**config.mk**
```make
export PLATFORM = sky130hd
export DESIGN_NAME = timed_event_queue
export DESIGN_NICKNAME = d
export VERILOG_FILES = /design/src/design/teq_pkg.sv /design/src/design/teq_store.sv /design/src/design/teq_scan.sv /design/src/design/timed_event_queue.sv
export SDC_FILE = /design/constraint.sdc
export NUM_CORES = 1
export LEC_CHECK = 0
export BUFFER_PORTS_ARGS = -buffer_cell sky130_fd_sc_hd__buf_4
export CORE_AREA = 10 10 215 420
export CTS_CLUSTER_SIZE = 28
export DETAILED_ROUTE_END_ITERATION = 12
export DIE_AREA = 0 0 225 430
export GPL_TIMING_DRIVEN = 0
export PLACE_DENSITY = 0.64
export SLEW_MARGIN = 15
export SYNTH_ARGS = -nofsm -noshare
export SYNTH_HDL_FRONTEND = slang
export SYNTH_HIERARCHICAL = 1
export SYNTH_SLANG_ARGS = --single-unit
```
**constraint.sdc**
```tcl
create_clock -name clock -period 12.8 [get_ports clock]
set_clock_uncertainty 0.15 [all_clocks]
set_input_delay 0.64 -clock clock [delete_from_list [all_inputs] [get_ports clock]]
set_output_delay 0.64 -clock clock [all_outputs]
set_load 0.005 [all_outputs]
```
**src/design/teq_pkg.sv**
```systemverilog
// ----------------------------------------------------------------------------
// teq_pkg
// Shared types and constants of the timed event queue.
// ----------------------------------------------------------------------------
package teq_pkg;

   localparam int DEF_NUM_EVENTS = 16;
   localparam int DEF_CYCLE_BITS = 31;

   localparam int ID_W    = 4;
   localparam int CYC_W   = 31;
   localparam int COUNT_W = 5;
   localparam int CMD_W   = 2;

   localparam int REQ_DATA_W = 40;
   localparam int RSP_DATA_W = 80;

   typedef enum logic [CMD_W-1:0] {
      CMD_SCHEDULE = 2'd0,
      CMD_REMOVE   = 2'd1,
      CMD_POLL     = 2'd2,
      CMD_SETBACK  = 2'd3
   } cmd_type;

   typedef enum logic [2:0] {
      ST_IDLE,
      ST_UPDATE,
      ST_SWEEP,
      ST_FIND,
      ST_RETIRE,
      ST_SCAN,
      ST_DONE
   } state_type;

   typedef struct packed {
      logic clear;
      logic sample;
      logic active;
      logic hit;
   } scan_ctl_type;

endpackage

```
**src/design/teq_store.sv**
```systemverilog
// ----------------------------------------------------------------------------
// teq_store
// Due cycle memory with one write and one registered read port, plus the
// active marks held in flip-flops.
// ----------------------------------------------------------------------------
module teq_store #(
   parameter int NUM_EVENTS = teq_pkg::DEF_NUM_EVENTS,
   parameter int CYCLE_BITS = teq_pkg::DEF_CYCLE_BITS,
   parameter int IDX_W      = (NUM_EVENTS > 1) ? $clog2(NUM_EVENTS) : 1
) (
   input  logic                  clock,
   input  logic                  reset,
   input  logic [IDX_W-1:0]      rd_addr,
   output logic [CYCLE_BITS-1:0] rd_data,
   input  logic                  wr_en,
   input  logic [IDX_W-1:0]      wr_addr,
   input  logic [CYCLE_BITS-1:0] wr_data,
   input  logic                  act_set,
   input  logic                  act_clr,
   input  logic [IDX_W-1:0]      act_idx,
   output logic [NUM_EVENTS-1:0] active
);
   import teq_pkg::*;

   logic [CYCLE_BITS-1:0] mem [NUM_EVENTS];
   logic [CYCLE_BITS-1:0] rd_data_ff;
   logic [NUM_EVENTS-1:0] act_ff;
   logic [NUM_EVENTS-1:0] act_in;

   always_ff @(posedge clock) begin
      if (wr_en) begin
         mem[wr_addr] <= wr_data;
      end
      rd_data_ff <= mem[rd_addr];
   end

   always_comb begin
      act_in = act_ff;
      if (act_set) begin
         act_in[act_idx] = 1'b1;
      end else if (act_clr) begin
         act_in[act_idx] = 1'b0;
      end
   end

   always_ff @(posedge clock) begin
      if (reset) begin
         act_ff <= '0;
      end else begin
         act_ff <= act_in;
      end
   end

   assign rd_data = rd_data_ff;
   assign active  = act_ff;

endmodule

```
**src/design/teq_scan.sv**
```systemverilog
// ----------------------------------------------------------------------------
// teq_scan
// Accumulates the earliest active entry, the active count and the queried
// entry's due cycle from one memory sample per cycle.
// ----------------------------------------------------------------------------
module teq_scan #(
   parameter int CYCLE_BITS = teq_pkg::DEF_CYCLE_BITS,
   parameter int IDX_W      = 4
) (
   input  logic                        clock,
   input  teq_pkg::scan_ctl_type       ctl,
   input  logic [IDX_W-1:0]            smp_idx,
   input  logic [CYCLE_BITS-1:0]       smp_data,
   output logic                        min_vld,
   output logic [CYCLE_BITS-1:0]       min_cyc,
   output logic [IDX_W-1:0]            min_idx,
   output logic [teq_pkg::COUNT_W-1:0] count,
   output logic                        ev_act,
   output logic [CYCLE_BITS-1:0]       ev_cyc
);
   import teq_pkg::*;

   logic                  min_vld_ff;
   logic [CYCLE_BITS-1:0] min_cyc_ff;
   logic [IDX_W-1:0]      min_idx_ff;
   logic [COUNT_W-1:0]    cnt_ff;
   logic                  ev_act_ff;
   logic [CYCLE_BITS-1:0] ev_cyc_ff;

   always_ff @(posedge clock) begin
      if (ctl.clear) begin
         min_vld_ff <= 1'b0;
         min_cyc_ff <= '0;
         min_idx_ff <= '0;
         cnt_ff     <= '0;
         ev_act_ff  <= 1'b0;
         ev_cyc_ff  <= '0;
      end else if (ctl.sample && ctl.active) begin
         if (!min_vld_ff || (smp_data < min_cyc_ff)) begin
            min_vld_ff <= 1'b1;
            min_cyc_ff <= smp_data;
            min_idx_ff <= smp_idx;
         end
         if (cnt_ff != '1) begin
            cnt_ff <= cnt_ff + COUNT_W'(1);
         end
         if (ctl.hit) begin
            ev_act_ff <= 1'b1;
            ev_cyc_ff <= smp_data;
         end
      end
   end

   assign min_vld = min_vld_ff;
   assign min_cyc = min_cyc_ff;
   assign min_idx = min_idx_ff;
   assign count   = cnt_ff;
   assign ev_act  = ev_act_ff;
   assign ev_cyc  = ev_cyc_ff;

endmodule

```
**src/design/timed_event_queue.sv**
```systemverilog
// ----------------------------------------------------------------------------
// timed_event_queue
// Keeps one due cycle per event id with an active mark; schedules, removes,
// polls the earliest due event and sets back all due cycles.
//
//   Channel | Direction | tuser | tdata fields (lowest bit first)
//   req_    | in        | cmd   | event_id, cycle_value
//   rsp_    | out       | -     | polled_valid, polled_event, removed,
//           |           |       | event_active, event_cycle, next_valid,
//           |           |       | next_cycle, scheduled_count
//
// One item at a time. Schedule and remove pass through the update and scan
// states, poll through update, find, retire and scan, and set back through
// update, sweep and scan, each ending in done; every sweep and scan walks the
// due cycle memory through its single read port one entry per cycle.
// Reset clears the active marks and the control state only.
// A result waiting on rsp_tready holds the next item in its final cycle.
// ----------------------------------------------------------------------------
module timed_event_queue #(
   parameter int NUM_EVENTS = teq_pkg::DEF_NUM_EVENTS,
   parameter int CYCLE_BITS = teq_pkg::DEF_CYCLE_BITS
) (
   input  logic                               clock,
   input  logic                               reset,
   input  logic                               req_tvalid,
   output logic                               req_tready,
   // tuser: cmd
   input  logic [teq_pkg::CMD_W-1:0]          req_tuser,
   // tdata: event_id, cycle_value
   input  logic [teq_pkg::REQ_DATA_W-1:0]     req_tdata,
   output logic                               rsp_tvalid,
   input  logic                               rsp_tready,
   // tdata: polled_valid, polled_event, removed, event_active, event_cycle,
   // next_valid, next_cycle, scheduled_count
   output logic [teq_pkg::RSP_DATA_W-1:0]     rsp_tdata
);
   import teq_pkg::*;

   localparam int IDX_W = (NUM_EVENTS > 1) ? $clog2(NUM_EVENTS) : 1;
   localparam int CNT_W = $clog2(NUM_EVENTS + 1);

   state_type             state_ff, state_in;
   logic [CNT_W-1:0]      ptr_ff, ptr_in;
   logic                  smp_vld_ff, smp_vld_in;
   logic [IDX_W-1:0]      smp_idx_ff, smp_idx_in;
   cmd_type               cmd_ff;
   logic [ID_W-1:0]       id_ff;
   logic                  id_ok_ff;
   logic [CYCLE_BITS-1:0] val_ff;
   logic                  removed_ff, removed_in;
   logic                  pv_ff, pv_in;
   logic [ID_W-1:0]       pe_ff, pe_in;
   logic                  rsp_vld_ff, rsp_vld_in;
   logic [RSP_DATA_W-1:0] rsp_data_ff;

   logic                  accept;
   logic                  load_rsp;
   logic                  issue;
   logic [IDX_W-1:0]      id_idx;
   logic [IDX_W-1:0]      rd_addr;
   logic [CYCLE_BITS-1:0] rd_data;
   logic                  wr_en;
   logic [IDX_W-1:0]      wr_addr;
   logic [CYCLE_BITS-1:0] wr_data;
   logic                  act_set, act_clr;
   logic [IDX_W-1:0]      act_idx;
   logic [NUM_EVENTS-1:0] active;
   scan_ctl_type          scan_ctl;
   logic                  min_vld;
   logic [CYCLE_BITS-1:0] min_cyc;
   logic [IDX_W-1:0]      min_idx;
   logic [COUNT_W-1:0]    count;
   logic                  ev_act;
   logic [CYCLE_BITS-1:0] ev_cyc;
   logic [RSP_DATA_W-1:0] rsp_word;

   assign req_tready = (state_ff == ST_IDLE);
   assign accept     = req_tvalid && req_tready;
   assign issue      = (ptr_ff < CNT_W'(NUM_EVENTS));
   assign id_idx     = IDX_W'(id_ff);
   assign rd_addr    = ptr_ff[IDX_W-1:0];

   always_comb begin
      state_in    = state_ff;
      ptr_in      = ptr_ff;
      smp_vld_in  = 1'b0;
      smp_idx_in  = ptr_ff[IDX_W-1:0];
      removed_in  = removed_ff;
      pv_in       = pv_ff;
      pe_in       = pe_ff;
      wr_en       = 1'b0;
      wr_addr     = smp_idx_ff;
      wr_data     = (rd_data > val_ff) ? (rd_data - val_ff) : '0;
      act_set     = 1'b0;
      act_clr     = 1'b0;
      act_idx     = id_idx;
      scan_ctl    = '{clear: 1'b0, sample: 1'b0, active: active[smp_idx_ff],
                      hit: id_ok_ff && (smp_idx_ff == id_idx)};
      load_rsp    = 1'b0;
      unique case (state_ff)
         ST_IDLE: begin
            if (accept) begin
               state_in = ST_UPDATE;
            end
         end
         ST_UPDATE: begin
            ptr_in        = '0;
            removed_in    = 1'b0;
            pv_in         = 1'b0;
            pe_in         = '0;
            scan_ctl.clear = 1'b1;
            unique case (cmd_ff)
               CMD_SCHEDULE: begin
                  wr_en    = id_ok_ff;
                  wr_addr  = id_idx;
                  wr_data  = val_ff;
                  act_set  = id_ok_ff;
                  state_in = ST_SCAN;
               end
               CMD_REMOVE: begin
                  removed_in = id_ok_ff && active[id_idx];
                  act_clr    = id_ok_ff;
                  state_in   = ST_SCAN;
               end
               CMD_POLL: begin
                  state_in = ST_FIND;
               end
               default: begin
                  state_in = ST_SWEEP;
               end
            endcase
         end
         ST_SWEEP: begin
            wr_en = smp_vld_ff;
            if (issue) begin
               ptr_in     = ptr_ff + CNT_W'(1);
               smp_vld_in = 1'b1;
            end else if (!smp_vld_ff) begin
               ptr_in         = '0;
               scan_ctl.clear = 1'b1;
               state_in       = ST_SCAN;
            end
         end
         ST_FIND, ST_SCAN: begin
            scan_ctl.sample = smp_vld_ff;
            if (issue) begin
               ptr_in     = ptr_ff + CNT_W'(1);
               smp_vld_in = 1'b1;
            end else if (!smp_vld_ff) begin
               state_in = (state_ff == ST_FIND) ? ST_RETIRE : ST_DONE;
            end
         end
         ST_RETIRE: begin
            ptr_in         = '0;
            scan_ctl.clear = 1'b1;
            act_idx        = min_idx;
            if (min_vld && (min_cyc <= val_ff)) begin
               act_clr = 1'b1;
               pv_in   = 1'b1;
               pe_in   = ID_W'(min_idx);
            end
            state_in = ST_SCAN;
         end
         ST_DONE: begin
            if (!rsp_vld_ff || rsp_tready) begin
               load_rsp = 1'b1;
               state_in = ST_IDLE;
            end
         end
         default: begin
            state_in = ST_IDLE;
         end
      endcase
   end

   always_comb begin
      rsp_word = '0;
      rsp_word[0]     = pv_ff;
      rsp_word[4:1]   = pe_ff;
      rsp_word[5]     = removed_ff;
      rsp_word[6]     = ev_act;
      rsp_word[37:7]  = CYC_W'(ev_cyc);
      rsp_word[38]    = min_vld;
      rsp_word[69:39] = CYC_W'(min_cyc);
      rsp_word[74:70] = count;
   end

   always_comb begin
      rsp_vld_in = rsp_vld_ff;
      if (load_rsp) begin
         rsp_vld_in = 1'b1;
      end else if (rsp_tready) begin
         rsp_vld_in = 1'b0;
      end
   end

   always_ff @(posedge clock) begin
      if (reset) begin
         state_ff   <= ST_IDLE;
         ptr_ff     <= '0;
         smp_vld_ff <= 1'b0;
         rsp_vld_ff <= 1'b0;
      end else begin
         state_ff   <= state_in;
         ptr_ff     <= ptr_in;
         smp_vld_ff <= smp_vld_in;
         rsp_vld_ff <= rsp_vld_in;
      end
   end

   always_ff @(posedge clock) begin
      smp_idx_ff <= smp_idx_in;
      removed_ff <= removed_in;
      pv_ff      <= pv_in;
      pe_ff      <= pe_in;
      if (accept) begin
         cmd_ff   <= cmd_type'(req_tuser);
         id_ff    <= req_tdata[ID_W-1:0];
         id_ok_ff <= (32'(req_tdata[ID_W-1:0]) < 32'(NUM_EVENTS));
         val_ff   <= CYCLE_BITS'(req_tdata[ID_W+CYC_W-1:ID_W]);
      end
      if (load_rsp) begin
         rsp_data_ff <= rsp_word;
      end
   end

   assign rsp_tvalid = rsp_vld_ff;
   assign rsp_tdata  = rsp_data_ff;

   teq_store #(
      .NUM_EVENTS (NUM_EVENTS),
      .CYCLE_BITS (CYCLE_BITS),
      .IDX_W      (IDX_W)
   ) u_store (
      .clock   (clock),
      .reset   (reset),
      .rd_addr (rd_addr),
      .rd_data (rd_data),
      .wr_en   (wr_en),
      .wr_addr (wr_addr),
      .wr_data (wr_data),
      .act_set (act_set),
      .act_clr (act_clr),
      .act_idx (act_idx),
      .active  (active)
   );

   teq_scan #(
      .CYCLE_BITS (CYCLE_BITS),
      .IDX_W      (IDX_W)
   ) u_scan (
      .clock    (clock),
      .ctl      (scan_ctl),
      .smp_idx  (smp_idx_ff),
      .smp_data (rd_data),
      .min_vld  (min_vld),
      .min_cyc  (min_cyc),
      .min_idx  (min_idx),
      .count    (count),
      .ev_act   (ev_act),
      .ev_cyc   (ev_cyc)
   );

endmodule
```
# Word level (Yosys, flattened, before mapping)
# Memory sizes are Yosys's and may differ from the RTL's. A register that Yosys moved wholly into a read port is not among the register bits.
# Cells that the tools add are included.
[word_totals] register_bits=221 mem_bits_rw=496 inputBits=46 out_inout_bits=82 wordCells=127 memories=1
[op_classes] n_addsub=3 order_cmp=8 n_eq_ne=19 muxes=48 n_bitwise=4 n_reduce_logical=25
[memory_table] memory="u_store.mem" words=16 width=31 rd=1 rd_clocked_by_memory_dff=1 wr=1 line="teq_store.sv:25" rtl="logic [CYCLE_BITS-1:0] mem [NUM_EVENTS];"
[op_table] cell="31-bit two-way mux" n=3
[op_table] cell="16-bit two-way mux" n=2
[op_table] cell="31-bit > comparator" n=1
[op_table] cell="31-bit less-or-equal comparator" n=1
[op_table] cell="31-bit < comparator" n=1
[op_table] cell="31-bit subtractor" n=1
[op_table] cell="1-bit two-way mux" n=18
[op_table] cell="3-bit two-way mux" n=6
[op_table] cell="3-bit one-hot mux with 6 select lines" n=1
[op_table] cell="16-bit bitwise AND" n=1
[op_table] cell="4-bit two-way mux" n=4
[op_table] cell="16-bit NOT" n=1
[op_table] cell="16-bit OR" n=1
[op_table] cell="4-bit by 5-bit < comparator with 1-bit output (second input constant)" n=3
[op_table] cell="5-bit two-way mux" n=3
[op_table] cell="5-bit one-hot mux with 3 select lines" n=1
[op_table] cell="2-bit != test (second input constant)" n=7
[op_table] cell="5-bit by 1-bit adder with 5-bit output (second input constant)" n=2
[op_table] cell="3-bit == test (second input constant)" n=3
[op_table] cell="1-bit binary-select mux with 4-bit select" n=2
[op_table] cell="1-bit one-hot mux with 2 select lines" n=4
[op_table] cell="4-bit one-hot mux with 2 select lines" n=1
[op_table] cell="2-bit AND reduction" n=4
[op_table] cell="2-bit OR reduction" n=4
[op_table] cell="other kinds (24)" n=32

# Longest topological paths before layout
[depth] word_depth=10 depth_mapped=12

# Modules after synthesis
# Netlist, hierarchy kept.
[modules_own_cells] module="teq_store" n_inst=1 cells_each=898 area_each_um2=19969.2
[modules_own_cells] module="timed_event_queue" n_inst=1 cells_each=652 area_each_um2=7667.4
[modules_own_cells] module="teq_scan" n_inst=1 cells_each=431 area_each_um2=3687.3

# Least setup slack after synthesis
# Ideal clock, no wire load.
[synth_timing] path_kind="reg2reg" start="reg state_ff[1]" end="reg rsp_data_ff[0] (netlist: rsp_tdata[0]), enable pin" setup_time_ps=616 arrival_ps=6265 t_required_ps=12034 slack_ps=5769 path_stages_with_launch=4 path_buffers=1 synth_period_minus_slack_ps=7031 path_cell_list="dfxtp_1 > clkbuf_1 > nand2_1 > nor3b_1"
[synth_between] elab_chain_cells=2
[synth_lines] element="from (decl)" line="timed_event_queue.sv:42" rtl="state_type state_ff, state_in;"
[synth_lines] element="from (signal assigned)" line="timed_event_queue.sv:204" rtl="state_ff <= state_in;"
[synth_lines] element="3-bit == test" line="timed_event_queue.sv:100" rtl="unique case (state_ff)"
[synth_lines] element="1-bit two-way mux" line="timed_event_queue.sv:100"
[synth_lines] element="named net load_rsp" line="timed_event_queue.sv:57" rtl="logic load_rsp;"
[synth_lines] element="to (signal assigned)" line="timed_event_queue.sv:223" rtl="rsp_data_ff <= rsp_word;"
[synth_lines] element="to (decl)" line="timed_event_queue.sv:54" rtl="logic [RSP_DATA_W-1:0] rsp_data_ff;"
# The timed path passes the listed nets, and every way through them passes these cells.
# A chain may end at the register's enable or synchronous reset.

# Final worst setup path
[layout_timing] start="reg state_ff[1]" end="mem u_store/mem[4][12] (netlist bit), enable pin"
[layout_between] elab_chain_cells=4
[layout_lines] element="3-bit by 2-bit == test with 1-bit output or 3-bit by 1-bit == test with 1-bit output (tied branches)" line="timed_event_queue.sv:100"
[layout_lines] element="1-bit one-hot mux with 2 select lines (*)" line="timed_event_queue.sv:100"
[layout_lines] element="named net wr_en" line="timed_event_queue.sv:62" rtl="logic wr_en;"
[layout_lines] element="1-bit two-way mux (*)" line="teq_store.sv:31" rtl="if (wr_en) begin"
[layout_lines] element="1-bit two-way mux (implied by the code) (*)" line="teq_store.sv:32" rtl="mem[wr_addr] <= wr_data;"
[layout_lines] element="to (decl)" line="teq_store.sv:25"
# Mark *: on every way through the listed nets, which the timed path passes. The rest lies on a longest branch.

==> flow_summary.json <==
{
  "grt_max_degree": 24,
  "synth_edf_count": 614,
  "path_clk_slew_ns": 0.07,
  "rsz0062_at_grt": "false",
  "ys_seq_area_share_pct": 67.43,
  "most-common-layout-cells": "edfxtp_1, buf_4, nand2_1, mux4_2, dfxtp_1",
  "drv_slew": 0,
  "drtPass1Iterations": 5,
  "max_cap_viol_count": 0,
  "postRouteAntennaNets": 0,
  "cp_max_fo": 10,
  "slew_headroom_pct": 30.79,
  "critPathLaunchType": "register",
  "power.leakage_uw": 0.01223,
  "start_util_pct": 37.51,
  "dr_total_vias": 18080,
  "place_area_mm2": 0.03436,
  "wl_um": 82230,
  "worst_slew_pin_slew_ns": 1.027,
  "hp-class": "primary input to register",
  "p_total_uw": 6837,
  "hold_depth": 1,
  "irDropWorstVdd_mv": 0.1175,
  "layout-drive-gt1-share_pct": 20.69,
  "clockBufferDepth": 3,
  "globalRouteTotalUtil_pct": 16.85,
  "period_minus_slack_ns": 4.717,
  "hold-path-endpoint": "val_ff[11]",
  "setup-tns-final_ns": 0,
  "postCtsHoldBufs": 7,
  "fin_crit_sh_pct": 36.85,
  "setup_viol": 0,
  "crit_path_end_kind": "register",
  "rr_worst_depth": 11,
  "die_h_um": 430,
  "hpwl_um": 62940,
  "viasPerCell": 5.434,
  "die_x_um": 225,
  "r2r_start": "state_ff[1]",
  "htree_levels": 2,
  "criticalPathCategory": "register to register",
  "cts-root-buf": "clkbuf_16",
  "die_area_mm2": 0.09675,
  "num-nets-final": 2355,
  "rows": 150,
  "antennaDiodeCount": 0,
  "grt_pass1_vias": 19410,
  "reg2reg_slack_ns": 8.08,
  "r2r-end": "u_store/mem[4][12]",
  "clkLatencyLatePin_ns": 0.64,
  "wire_per_inst_um": 24.72,
  "grt_pass1_wl_um": 122000,
  "placedCellCount": 3209,
  "area_growth_pct": 16.50,
  "arrival_ns": 4.90,
  "synth_cell_types": 73,
  "dp_slack_ns": 7.973,
  "syn_area_per_cell_um2": 15.81,
  "antenna_found_initial": 0,
  "drtIter0Drc": 1370,
  "syn_area_mm2": 0.03132,
  "async_flop_share_pct": 0,
  "status": "finished clean",
  "required_ns": 12.98,
  "layout.cells.non_filler": 3326,
  "p_per_area_mw_per_mm2": 187.4,
  "io_pins": 128,
  "fill_cells": 7251,
  "cts_tree": "yes",
  "fmax_mhz": 212.0,
  "final_common_cell": "edfxtp_1",
  "cts_resized": 0,
  "cts_setup_buffers": 0,
  "ys_ff_latch": 748,
  "finalHoldViolations": 0,
  "core_region_area_mm2": 0.08352,
  "overflow": 0,
  "gp_congestion": 0.9225,
  "design_area_mm2": 0.03649,
  "synth_ff_type": "edfxtp_1",
  "yosys_warnings": 6,
  "syn_inst": 1981,
  "setup_slack_ns": 8.083,
  "drc": 0,
  "cts_made_buffers": 58,
  "cts.sinks": 748,
  "worstHoldStart": "req_tdata[15]",
  "io_buffers": 117
}
-- synthesized netlist by cell type, types with 6 or more instances --
library cell,n,area share (%)
xnor2_1,11,0.31
nor2b_1,14,0.28
nand3b_1,6,0.14
mux4_2,134,9.6
xor2_1,16,0.45
a32o_1,7,0.22
nand4_1,31,0.62
nand3_1,20,0.32
o21a_1,12,0.29
mux2_2,9,0.32
ha_1,96,3.8
a22o_1,25,0.70
and2_1,6,0.12
dfxtp_1,134,8.6
a22oi_1,63,1.5
nand2b_1,82,1.6
a211oi_1,7,0.17
a21oi_1,102,1.6
nor2_1,63,0.75
and3_1,14,0.28
clkbuf_1,60,0.72
buf_2,14,0.22
o31ai_1,12,0.29
buf_4,6,0.14
nand2_1,134,1.6
buf_6,13,0.47
nor3_1,12,0.19
inv_1,76,0.91
a21o_1,24,0.58
edfxtp_1,614,59
mux2i_1,41,1.3
o21ai_0,39,0.62
-- flip-flops by register name, indices dropped and copies added, names as in the netlist, 5 cells and up, named ones only --
register,flops
u_scan/ev_cyc,31
rsp_tdata,75
u_scan/count,5
u_scan/min_cyc,31
u_store/rd_data,31
u_store/mem,496
ptr_ff,5
val_ff,31
-- stage by stage --
stage,utilization (%),hold WS [ns]
6_report,43.69,0.02727
5_1_grt,43.69,0.009985
3_5_place_dp,41.14,0.2566
3_3_place_gp,40.17,0.2538
2_1_floorplan,-,0.2290
4_1_cts,43.69,0.00007194
-- kinds of logic (layout without fill, tap and decap cells) --
logic type                 count (synthesis)  count (layout)  share of synthesized area, %
AOI/OAI and AO/OA                        340             340                         7.382
xor gates and xnor gates                  27              27                        0.7549
adders and majority gates                 97              97                         3.899
buffers and inverters                    178             455                         2.728
DFF                                      748             748                         67.43
muxes                                    184             184                         11.27
other                                      1               5                       0.01197
and+or+nand+nor                          406             406                         6.531
-- power breakdown --
part,switching [uW],internal (uW),total (uW)
clock,884,1060,1940
sequential,95.7,3040,3130
combinational,1120,641,1760
-- layout make-up --
type / instances / area, um^2 / area share [%]
repair buffers: 167 / 1638 / 4.488
clock inverters: 36 / 471.7 / 1.293
flip-flops and latches: 748 / 21120 / 57.88
well taps: 1064 / 1331 / 3.648
multi-input cells: 1059 / 9485 / 25.99
clock buffers: 74 / 1592 / 4.361
plain buffers: 101 / 565.5 / 1.550
inverters: 77 / 289.0 / 0.7920
-- per-layer routing --
| metal | GRT usage, % | wire length (um) |
|---|---|---|
| met5 | 0 | 0 |
| met4 | 10.11 | 5203 |
| met3 | 2.079 | 3978 |
| met2 | 32.56 | 45890 |
| met1 | 16.61 | 27160 |
-- critical path: stages, from the launching register on --
cell and delay, ns:
dfxtp_1 0.34, nor2_1 0.16, nand2_1 0.14, nor3_1 0.48
clkbuf_1 0.54, clkbuf_1 0.65, a31o_2 0.27, nand3b_1 0.30
nor3_2 0.70, buf_6 0.25, buf_4 0.18, buf_4 0.22
-- how the worst max path moves through the flow --
stage               depth (start not counted)                  to  slack (ns)   startpoint
CTS                                        11  u_store/mem[0][11]        7.95  state_ff[1]
detailed placement                         11  u_store/mem[4][11]        7.97  state_ff[1]
global placement                            3       rsp_tdata[51]        3.63  state_ff[1]
finish                                     11  u_store/mem[4][12]        8.08  state_ff[1]
global route                               11  u_store/mem[4][14]        7.81  state_ff[1]
floorplan                                   3        rsp_tdata[0]        5.77  state_ff[1]
Note: power is estimated with default switching activity, not from simulation.
